`src/frvr_pkg.sv`:
```
// Shared types and constants for the mesh compaction / vertex renumbering block.
package frvr_pkg;

    // Field widths
    localparam int VTX_W     = 12;            // vertex number and new label
    localparam int VTX_DEPTH = 4096;          // entries in the label memory
    localparam int CNT_V_W   = 13;            // vertex counter, holds VTX_DEPTH
    localparam int IDX_W     = 16;            // facet / edge index
    localparam int IDX_CNT_W = IDX_W + 1;     // index counter, MSB marks saturation
    localparam int REG_W     = 6;             // region number
    localparam int NUM_REGIONS = 64;          // bits in the removal mask
    localparam int OP_W      = 2;

    // Input operation codes
    localparam logic [OP_W-1:0] OP_TRI   = 2'd0;
    localparam logic [OP_W-1:0] OP_EDGE  = 2'd1;
    localparam logic [OP_W-1:0] OP_QUERY = 2'd2;
    localparam logic [OP_W-1:0] OP_NEW   = 2'd3;

    // Command kinds after classification
    localparam int K_W = 3;
    localparam logic [K_W-1:0] K_DROP  = 3'd0;
    localparam logic [K_W-1:0] K_TRI   = 3'd1;
    localparam logic [K_W-1:0] K_EDGE  = 3'd2;
    localparam logic [K_W-1:0] K_QUERY = 3'd3;
    localparam logic [K_W-1:0] K_CLEAR = 3'd4;

    // Command queue between front and back
    localparam int CMD_DEPTH = 2;
    localparam int CMD_PTR_W = $clog2(CMD_DEPTH);
    localparam int CMD_CNT_W = $clog2(CMD_DEPTH + 1);

    typedef struct packed {
        logic [K_W-1:0]   kind;
        logic [VTX_W-1:0] va;
        logic [VTX_W-1:0] vb;
        logic [VTX_W-1:0] vc;
        logic [REG_W-1:0] region;
    } t_cmd;

    // One label memory entry
    typedef struct packed {
        logic             valid;
        logic [VTX_W-1:0] label;
    } t_ent;

    typedef struct packed {
        logic             kept;
        logic [VTX_W-1:0] new_a;
        logic [VTX_W-1:0] new_b;
        logic [VTX_W-1:0] new_c;
        logic [REG_W-1:0] region_out;
        logic [IDX_W-1:0] new_index;
        logic             count_full;
    } t_res;

endpackage

```
`src/frvr_cmd_fifo.sv`:
```
// Short command queue between the front end and the back end.
module frvr_cmd_fifo (
    input  logic           i_clk,
    input  logic           i_rst_n,
    input  logic           i_push,
    input  frvr_pkg::t_cmd i_data,
    output logic           o_full,
    input  logic           i_pop,
    output logic           o_empty,
    output frvr_pkg::t_cmd o_data
);
    import frvr_pkg::*;

    t_cmd                 r_mem [CMD_DEPTH];
    logic [CMD_PTR_W-1:0] r_wp;
    logic [CMD_PTR_W-1:0] r_rp;
    logic [CMD_CNT_W-1:0] r_cnt;
    logic                 do_push;
    logic                 do_pop;

    assign o_full  = (r_cnt == CMD_CNT_W'(CMD_DEPTH));
    assign o_empty = (r_cnt == '0);
    assign do_push = i_push & ~o_full;
    assign do_pop  = i_pop & ~o_empty;
    assign o_data  = r_mem[r_rp];

    // Pointers and fill level
    always_ff @(posedge i_clk) begin
        if (!i_rst_n) begin
            r_wp  <= '0;
            r_rp  <= '0;
            r_cnt <= '0;
        end else begin
            if (do_push) r_wp <= r_wp + 1'b1;
            if (do_pop)  r_rp <= r_rp + 1'b1;
            if (do_push && !do_pop)      r_cnt <= r_cnt + 1'b1;
            else if (do_pop && !do_push) r_cnt <= r_cnt - 1'b1;
        end
    end

    // Storage
    always_ff @(posedge i_clk) begin
        if (do_push) r_mem[r_wp] <= i_data;
    end

endmodule

```
`config.mk`:
```
export PLATFORM = sky130hd
export DESIGN_NAME = frvr_cmd_fifo
export DESIGN_NICKNAME = d
export VERILOG_FILES = /design/src/frvr_pkg.sv /design/src/frvr_cmd_fifo.sv
export SDC_FILE = /design/constraint.sdc
export NUM_CORES = 1
export LEC_CHECK = 0
export BUFFER_PORTS_ARGS = -buffer_cell sky130_fd_sc_hd__buf_2
export CORE_ASPECT_RATIO = 1.1
export CORE_MARGIN = 3
export CORE_UTILIZATION = 55
export CTS_CLUSTER_DIAMETER = 120
export CTS_CLUSTER_SIZE = 20
export DETAILED_ROUTE_END_ITERATION = 10
export GPL_TIMING_DRIVEN = 0
export PLACE_DENSITY = 0.94
export SLEW_MARGIN = 25
export SYNTH_ARGS = -nofsm -noshare
export SYNTH_HDL_FRONTEND = slang
export SYNTH_SLANG_ARGS = --single-unit
```
`constraint.sdc`:
```
create_clock -name i_clk -period 7 [get_ports i_clk]
set_input_delay 0 -clock i_clk [delete_from_list [all_inputs] [get_ports i_clk]]
set_output_delay 0 -clock i_clk [all_outputs]
set_load 0.01 [all_outputs]
```
==> key figures <==
Power
  • Leakage: 1.82 nW
  • PD cells: 319 nW/um^2
  • Peak VDD IR: 0.240 mV
  • Design Power: 0.00152 W

Clock network
  • Reg clk slew, reported paths: 0.08 ns
  • Clock Sinks: 95
  • Number of buffers created by CTS: 9
  • Post-CTS Setup Repair Bufs: 0
  • Clk root buf: clkbuf_8
  • Later-pin clock latency in the skew report: 0.34 ns
  • CTS tree: yes
  • Max Buffers Root-to-Sink: 2
  • H-tree lvl count: 3

Yosys
  • Warnings, synthesis: 0
  • Mapped Avg Cell Area: 21.1 sq um
  • Synth async-reset ratio: 0
  • Sequential share of the synthesized area: 0.806
  • Top FF cell, synth: edfxtp_1
  • Syn Nets: 215
  • Post-synth cell types: 21
  • Register bit total from synthesis: 95
  • Syn Inst Count: 165
  • Post-Syn Area: 3480 sq um
  • Post-synth EDFFs: 90

Timing
  • Fin. Hold Viols: 0
  • Fmax: 0.554 GHz
  • Tcrit/Tclk final: 0.258
  • Min Tclk post-route: 1.81 ns
  • Final Max Slew Viols: 0
  • Setup ws final: 5.19 ns
  • RSZ-0062 raised after global routing: no
  • Worst slew margin: 0.590
  • TNS Setup: 0 ns
  • Worst-margin pin slew: 0.616 ns
  • # setup viols final: 0
  • Clk_skew: 0.00429 ns

Routing
  • Via count: 2,032
  • Avg Vias per Cell: 5.04
  • DRT iter0 DRCs: 110
  • Post-route DRC: 0
  • Wirelength per Cell: 17.1 um
  • Total wire length: 6910 um
  • TritonRoute pass-1 iters: 4
  • DRT antenna net count: 0

Final layout
  • Nets: 371
  • Share of cells above drive strength 1: 0.512
  • # diodes: 0
  • Synth-to-layout area growth: 37.2%
  • Sequential cell area: 2800 sq um
  • Area of the multi-input gates: 641 sq um
  • Layout fillers: 314

Critical path
  • Critical path fanouts, max: 23
  • WP buf/inv: 1
  • CP Launch Type: flop
  • Max stage delay cell, worst path: and3_2
  • CP cell instances: nand2b_1, and3_2, buf_16
  • Worst Path Required: 7.05 ns
  • Crit Path Category: reg -> reg
  • Crit path capture type: flop
  • Max stage delay on crit path: 0.61 ns
  • Cell family with most CP delay: simple AND/OR/NAND/NOR gates
  • Worst EP arrival: 1.86 ns

Min path
  • Min-delay worst type: in -> reg

Floorplan
  • Die width: 81.8 um
  • Die H: 89.4 um
  • Die Area: 7320 sq um
  • Io pins: 96
  • Rows: 29
  • Initial Util: 0.585
  • Core area: 5950 sq um

Placed design
  • Placer Congestion: 0.689
  • IO buf count: 95
  • DP Worst Slack: 5.22 ns
  • Final HPWL DP: 4120 um

GRT
  • Pin count of the biggest net entering global routing: 24
  • Global-route wire length before repair: 10,700 um
  • Vias in the first global route: 2,247
  • Grt ovf: 0
  • Antenna violations before repair: 0
  • Total GRT Usage: 0.208

Run status
  • Status: finished, final reports clean

Job
  • Max-cap violations: 0
## placed cells by master (no fill, tap or decap), types with 2 or more instances in the layout
cell           count
buf_2             96
clkbuf_8           9
edfxtp_1          90
clkinvlp_4         2
and2_1             3
buf_6              2
mux2_2            45
dfxtp_1            5
clkinv_2           3
buf_4              4
dlygate4sd3_1     46
xnor2_1            2
nor2_1             2
## final timing paths
| path | from | end | slack, ns | cells after the start |
|---|---|---|---|---|
| max | r_cnt[0] | r_mem[1][24] | 5.19 | 3 |
| min | i_push | r_wp | 0.02 | 3 |
| max reg2reg | r_cnt[0] | r_mem[1][24] | 5.19 | 3 |
| min reg2reg | r_cnt[1] | r_cnt[1] | 0.62 | 2 |
## metal layers
layer | vias to the layer above | global-route usage | part of all wire
met1 | 981 | 0.213 | 0.37
met2 | 77 | 0.378 | 0.56
met5 | - | 0 | 0
met3 | 19 | 0.0514 | 0.049
met4 | 0 | 0.130 | 0.028
li1 | 955 | - | -
## worst reg2reg max path, delay by kind of cell (launching register included)
family / cells / cell delay (ns)
AND/OR/NAND/NOR: 2 / 0.81
flip-flops: 1 / 0.45
buffers and inverters: 1 / 0.26
## state kept, by name, summed over array words and instances, names as in the netlist, named ones only
name	flops
r_mem	90
r_cnt	2
r_rp	1
r_wp	1
## through the flow
step,instances,area [sq um],hold WS [ns],utilization
after floorplan,165,3480,0.0989,-
after global placement,337,4050,0.188,0.681
after detailed placement,341,4120,0.191,0.693
after CTS,403,4770,0.00378,0.802
after global routing,403,4770,0.0323,0.802
final,403,4770,0.0225,0.802
## power breakdown
group	total (W)	internal (W)	leakage, nW	switching [W]
Clock	0.000341	0.000162	0.0924	0.000179
Sequential	0.000739	0.000713	0.882	0.0000254
Combinational	0.000444	0.000221	0.850	0.000223
Total	0.00152	0.00110	1.82	0.000427
## cell usage after synthesis (2+ instances only)
master    instances  area [sq um]
mux2_2           45           507
and2_1            3          18.8
buf_4             4          30.0
nor2_1            2          7.51
xnor2_1           2          17.5
edfxtp_1         90          2700
dfxtp_1           5           100
## layout make-up
type                    count  share of cell area
clock buffers               9              0.0260
clock inverters             7              0.0134
well taps                  77              0.0202
flip-flops and latches     95               0.587
multi-input cells          63               0.134
repair buffers            145               0.210
plain buffers               5             0.00734
inverters                   2             0.00157
## cells by family (layout without fill, tap and decap cells)
logic type	Yosys count	after routing	synth area share
flip-flops	95	95	0.806
multiplexers	45	45	0.146
AND/OR/NAND/NOR	9	9	0.0158
buffers and inverters	7	168	0.0122
AO/OA/AOI/OAI	5	5	0.00935
XOR/XNOR	3	3	0.00756
adder cells (fa/ha/maj)	1	1	0.00360
## what timing repair did
item,in CTS,in global routing
hold buffers,46,0
resized for setup,0,0
endpoints found under the hold margin,95,0
No activity file was read; power rests on OpenSTA's default activity.
