## src/frvr_pkg.sv

```systemverilog
// Shared types and constants for the mesh compaction / vertex renumbering block.
package frvr_pkg;

    // Field widths
    localparam int VTX_W     = 12;            // vertex number and new label
    localparam int VTX_DEPTH = 4096;          // entries in the label memory
    localparam int CNT_V_W   = 13;            // vertex counter, holds VTX_DEPTH
    localparam int IDX_W     = 16;            // facet / edge index
    localparam int IDX_CNT_W = IDX_W + 1;     // index counter, MSB marks saturation
    localparam int REG_W     = 6;             // region number
    localparam int NUM_REGIONS = 64;          // bits in the removal mask
    localparam int OP_W      = 2;

    // Input operation codes
    localparam logic [OP_W-1:0] OP_TRI   = 2'd0;
    localparam logic [OP_W-1:0] OP_EDGE  = 2'd1;
    localparam logic [OP_W-1:0] OP_QUERY = 2'd2;
    localparam logic [OP_W-1:0] OP_NEW   = 2'd3;

    // Command kinds after classification
    localparam int K_W = 3;
    localparam logic [K_W-1:0] K_DROP  = 3'd0;
    localparam logic [K_W-1:0] K_TRI   = 3'd1;
    localparam logic [K_W-1:0] K_EDGE  = 3'd2;
    localparam logic [K_W-1:0] K_QUERY = 3'd3;
    localparam logic [K_W-1:0] K_CLEAR = 3'd4;

    // Command queue between front and back
    localparam int CMD_DEPTH = 2;
    localparam int CMD_PTR_W = $clog2(CMD_DEPTH);
    localparam int CMD_CNT_W = $clog2(CMD_DEPTH + 1);

    typedef struct packed {
        logic [K_W-1:0]   kind;
        logic [VTX_W-1:0] va;
        logic [VTX_W-1:0] vb;
        logic [VTX_W-1:0] vc;
        logic [REG_W-1:0] region;
    } t_cmd;

    // One label memory entry
    typedef struct packed {
        logic             valid;
        logic [VTX_W-1:0] label;
    } t_ent;

    typedef struct packed {
        logic             kept;
        logic [VTX_W-1:0] new_a;
        logic [VTX_W-1:0] new_b;
        logic [VTX_W-1:0] new_c;
        logic [REG_W-1:0] region_out;
        logic [IDX_W-1:0] new_index;
        logic             count_full;
    } t_res;

endpackage

```

## src/frvr_front.sv

```systemverilog
// Front end: removal mask register and classification of incoming items.
module frvr_front (
    input  logic                          i_clk,
    input  logic                          i_rst_n,
    input  logic                          i_mask_we,
    input  logic [frvr_pkg::NUM_REGIONS-1:0] i_mask_wdata,
    input  logic                          i_push,
    input  logic                          i_full,
    input  logic [frvr_pkg::OP_W-1:0]     i_op,
    input  logic [frvr_pkg::VTX_W-1:0]    i_vertex_a,
    input  logic [frvr_pkg::VTX_W-1:0]    i_vertex_b,
    input  logic [frvr_pkg::VTX_W-1:0]    i_vertex_c,
    input  logic [frvr_pkg::REG_W-1:0]    i_region_id,
    input  logic                          i_in_selected_subset,
    output logic                          o_cmd_push,
    output frvr_pkg::t_cmd                o_cmd
);
    import frvr_pkg::*;

    logic [NUM_REGIONS-1:0] r_mask;
    logic                   tri_removed;

    // Removal mask register
    always_ff @(posedge i_clk) begin
        if (!i_rst_n) begin
            r_mask <= '0;
        end else if (i_mask_we) begin
            r_mask <= i_mask_wdata;
        end
    end

    // Classify the transaction
    assign tri_removed = i_in_selected_subset | r_mask[i_region_id];
    assign o_cmd_push  = i_push & ~i_full;

    always_comb begin
        o_cmd.va     = i_vertex_a;
        o_cmd.vb     = i_vertex_b;
        o_cmd.vc     = i_vertex_c;
        o_cmd.region = i_region_id;
        case (i_op)
            OP_TRI:   o_cmd.kind = tri_removed ? K_DROP : K_TRI;
            OP_EDGE:  o_cmd.kind = K_EDGE;
            OP_QUERY: o_cmd.kind = K_QUERY;
            OP_NEW:   o_cmd.kind = K_CLEAR;
            default:  o_cmd.kind = K_DROP;
        endcase
    end

endmodule

```

## config.mk

```make
export PLATFORM = sky130hd
export DESIGN_NAME = frvr_front
export DESIGN_NICKNAME = d
export VERILOG_FILES = /design/src/frvr_pkg.sv /design/src/frvr_front.sv
export SDC_FILE = /design/constraint.sdc
export NUM_CORES = 1
export LEC_CHECK = 0
export ABC_AREA = 1
export BUFFER_PORTS_ARGS = -buffer_cell sky130_fd_sc_hd__buf_2
export CAP_MARGIN = 25
export CORE_MARGIN = 2
export CORE_UTILIZATION = 28
export CTS_CLUSTER_DIAMETER = 200
export DETAILED_ROUTE_END_ITERATION = 10
export GPL_TIMING_DRIVEN = 0
export PLACE_DENSITY = 0.55
export SETUP_SLACK_MARGIN = 0.1
export SLEW_MARGIN = 20
export SYNTH_ARGS = -nofsm -noshare
export SYNTH_HDL_FRONTEND = slang
export SYNTH_SLANG_ARGS = --single-unit
```

## constraint.sdc

```tcl
create_clock -name i_clk -period 0.8 [get_ports i_clk]
set_input_delay 0.04 -clock i_clk [delete_from_list [all_inputs] [get_ports i_clk]]
set_output_delay 0.04 -clock i_clk [all_outputs]
set_load 0.05 [all_outputs]
```

==> results_dict.tcl <==
set metrics [dict create \
    synth.top_cell.area_share 0.3961 \
    crit_required_ns 0.76 \
    drc 0 \
    post-cts-setup-buffer-count 0 \
    routed_wl_um 10380 \
    grt_pass1_vias 3545 \
    overflow 0 \
    fin_ws_ns -0.7504 \
    dieArea_mm2 0.01243 \
    ctsRootBufferMaster "clkbuf_16" \
    pre_cts_ws_ns -0.7068 \
    cts_tree "done" \
    place.gp.congestion 0.7967 \
    hp-class "in -> reg" \
    worst_slew_pin_slew_ns 0.3724 \
    startpoint_type "register" \
    ant_nets 0 \
    synth.cell_area_mm2 0.003234 \
    arrival_ns 1.51 \
    synthesis.nets 594 \
    synth_cells 477 \
    violations "negative setup slack" \
    period_minus_slack_ns 1.550 \
    holdWs_ns 0.1074 \
    rrSetupSlack_ns 0.14 \
    rsz0062_at_grt "true" \
    syn2layout_area_growth_pct 58.49 \
    finalSetupViolCount 1 \
    cts_buffer_depth 2 \
    peakVddDrop_mv 0.9253 \
    maxCapViolations 0 \
    ys_ff_latch 64 \
    die_w_um 111.5 \
    core.rowCount 39 \
    drt_iter0_markers 89 \
    yosysSeqAreaShare 0.3961 \
    drive_gt1_frac 0.3452 \
    avgRoutedWirePerCell_um 12.69 \
    slew_viol_final 0 \
    dp_hpwl_um 7254 \
    post-route-util 0.4528 \
    largest_reg_flops 64 \
    antenna_found_initial 0 \
    leakage_nw 2.468 \
    diodes 0 \
    critPathCaptureType "output pin" \
    status "finished, violations left" \
    synth_area_per_cell_um2 6.781 \
    synth_top_area_cell "dfxtp_1" \
    die_h_um 111.5 \
    start_util 0.2857 \
    core-area_mm2 0.01132 \
    reg_top3 "r_mask (64)" \
    nets 787 \
    grt_pass1_wl_um 16560 \
    cts_buffers 9 \
    via_per_inst 4.399 \
    clk_pin_slew_ns 0.05 \
    ys_top_cells_by_area "dfxtp_1 (40%), nor2_1 (15%), buf_4 (10%)" \
    htreeDepth 3 \
    io-pin-count 160 \
    clock_sinks 64 \
    regMostFlops "r_mask" \
    grt_max_degree 11 \
    netlist-cell-type-count 15 \
    powerDensity_mw_per_mm2 1902 \
    crit_type "reg -> out" \
    hold_viol 0 \
    clock.fmax_mhz 645.0 \
    skew_ns 0 \
    grt_use_total 0.1642 \
    insertion_delay_ns 0.32 \
    cp_max_fo 2 \
    yosysWarnings 0 \
    vias 3598 \
    drt_first_pass_iters 4 \
    port_buffers 118 \
    maxSlewHeadroom 0.7515 \
    finalCritPeriodShare 1.938 \
]
-- path summary, 6_finish.rpt --
path,startpoint,depth (start not counted),to
hold reg to reg,r_mask[34],2,r_mask[34]
setup reg to reg,r_mask[7],2,r_mask[7]
setup / recovery,r_mask[3],10,o_cmd[42]
hold / removal,i_rst_n,3,r_mask[57]
-- report_power, final --
group | switching, mW | leakage, nW | internal, mW
combinational | 1.20 | 1.77 | 0.900
sequential | 0.110 | 0.535 | 3.42
clock | 1.37 | 0.159 | 2.75
total | 2.68 | 2.47 | 7.07
-- cell usage in the layout (no fill, tap or decap), types with 2 or more instances in the layout --
master	synthesis	final
nor2_2	0	5
nand3_2	0	7
clkbuf_1	18	3
buf_2	3	120
o21ai_1	0	4
dlygate4sd3_1	0	64
buf_6	6	7
inv_1	7	7
dfxtp_1	64	54
o21ai_0	64	60
nor2_1	130	124
inv_4	1	2
buf_4	45	42
clkbuf_16	0	9
clkbuf_2	0	16
buf_8	0	3
clkbuf_8	0	4
nand3_1	58	51
nand2_1	74	72
ha_1	3	2
dfxtp_2	0	10
-- cells by family (layout without fill, tap and decap cells) --
logic type                 after synthesis  in the layout  share of synthesized area
and+or+nand+nor                        263            263                     0.3288
adders and majority gates                3              3                    0.01161
DFF                                     64             64                     0.3961
buffers and inverters                   83            281                     0.1644
AOI/OAI and AO/OA                       64             64                    0.09903
-- what timing repair did --
| action | CTS | global route |
|---|---|---|
| hold buffers | 64 | 0 |
| setup endpoints to repair | 2 | 61 |
| cloned | 0 | 0 |
| endpoints found under the hold margin | 64 | 0 |
| resized for setup | 8 | 36 |
| pin swaps | 5 | 9 |
-- final cells by class --
type,count,area [µm²]
Fill cell,1201,6195
Multi-Input combinational cell,330,1499
Sequential cell,64,1294
Timing Repair Buffer,182,1247
Buffer,73,540.5
Clock buffer,14,284.0
Tap cell,143,178.9
Inverter,10,47.55
Clock inverter,2,35.03
-- synth_stat cells --
master and instances:
buf_6 6, dfxtp_1 64, clkbuf_1 18, buf_2 3, nand3_1 58, inv_2 2
nand3b_1 1, o21ai_0 64, buf_1 1, ha_1 3, nand2_1 74, inv_1 7
nor2_1 130, buf_4 45, inv_4 1
-- through the flow --
| step | cells | setup TNS (ns) | power, mW | instance area (µm²) |
|---|---|---|---|---|
| 5_1_grt | 818 | -0.8506 | 10.15 | 5126 |
| 4_1_cts | 818 | -0.7577 | 9.763 | 5061 |
| 3_3_place_gp | 738 | -11.23 | 5.364 | 4066 |
| 6_report | 818 | -0.7504 | 9.748 | 5126 |
| 3_5_place_dp | 738 | -12.38 | 5.385 | 4066 |
| 2_1_floorplan | 477 | -0.2111 | 4.861 | 3297 |
-- worst max-delay path, stage by stage (launching register included) --
cell	delay, ns
dfxtp_2	0.31
nand2_1	0.06
nand3_2	0.09
nand3_2	0.09
nand3_2	0.07
nand2_1	0.07
nand2_1	0.04
nand3b_1	0.13
nand3_2	0.11
nand2_4	0.07
buf_8	0.14
-- metal layers --
layer / GRT usage / share of wire
met1: 0.1999 / 0.44
met2: 0.2919 / 0.50
met3: 0.03266 / 0.059
met4: 0.05103 / 0.0061
met5: 0 / 0
No activity file was read; power rests on OpenSTA's default activity.
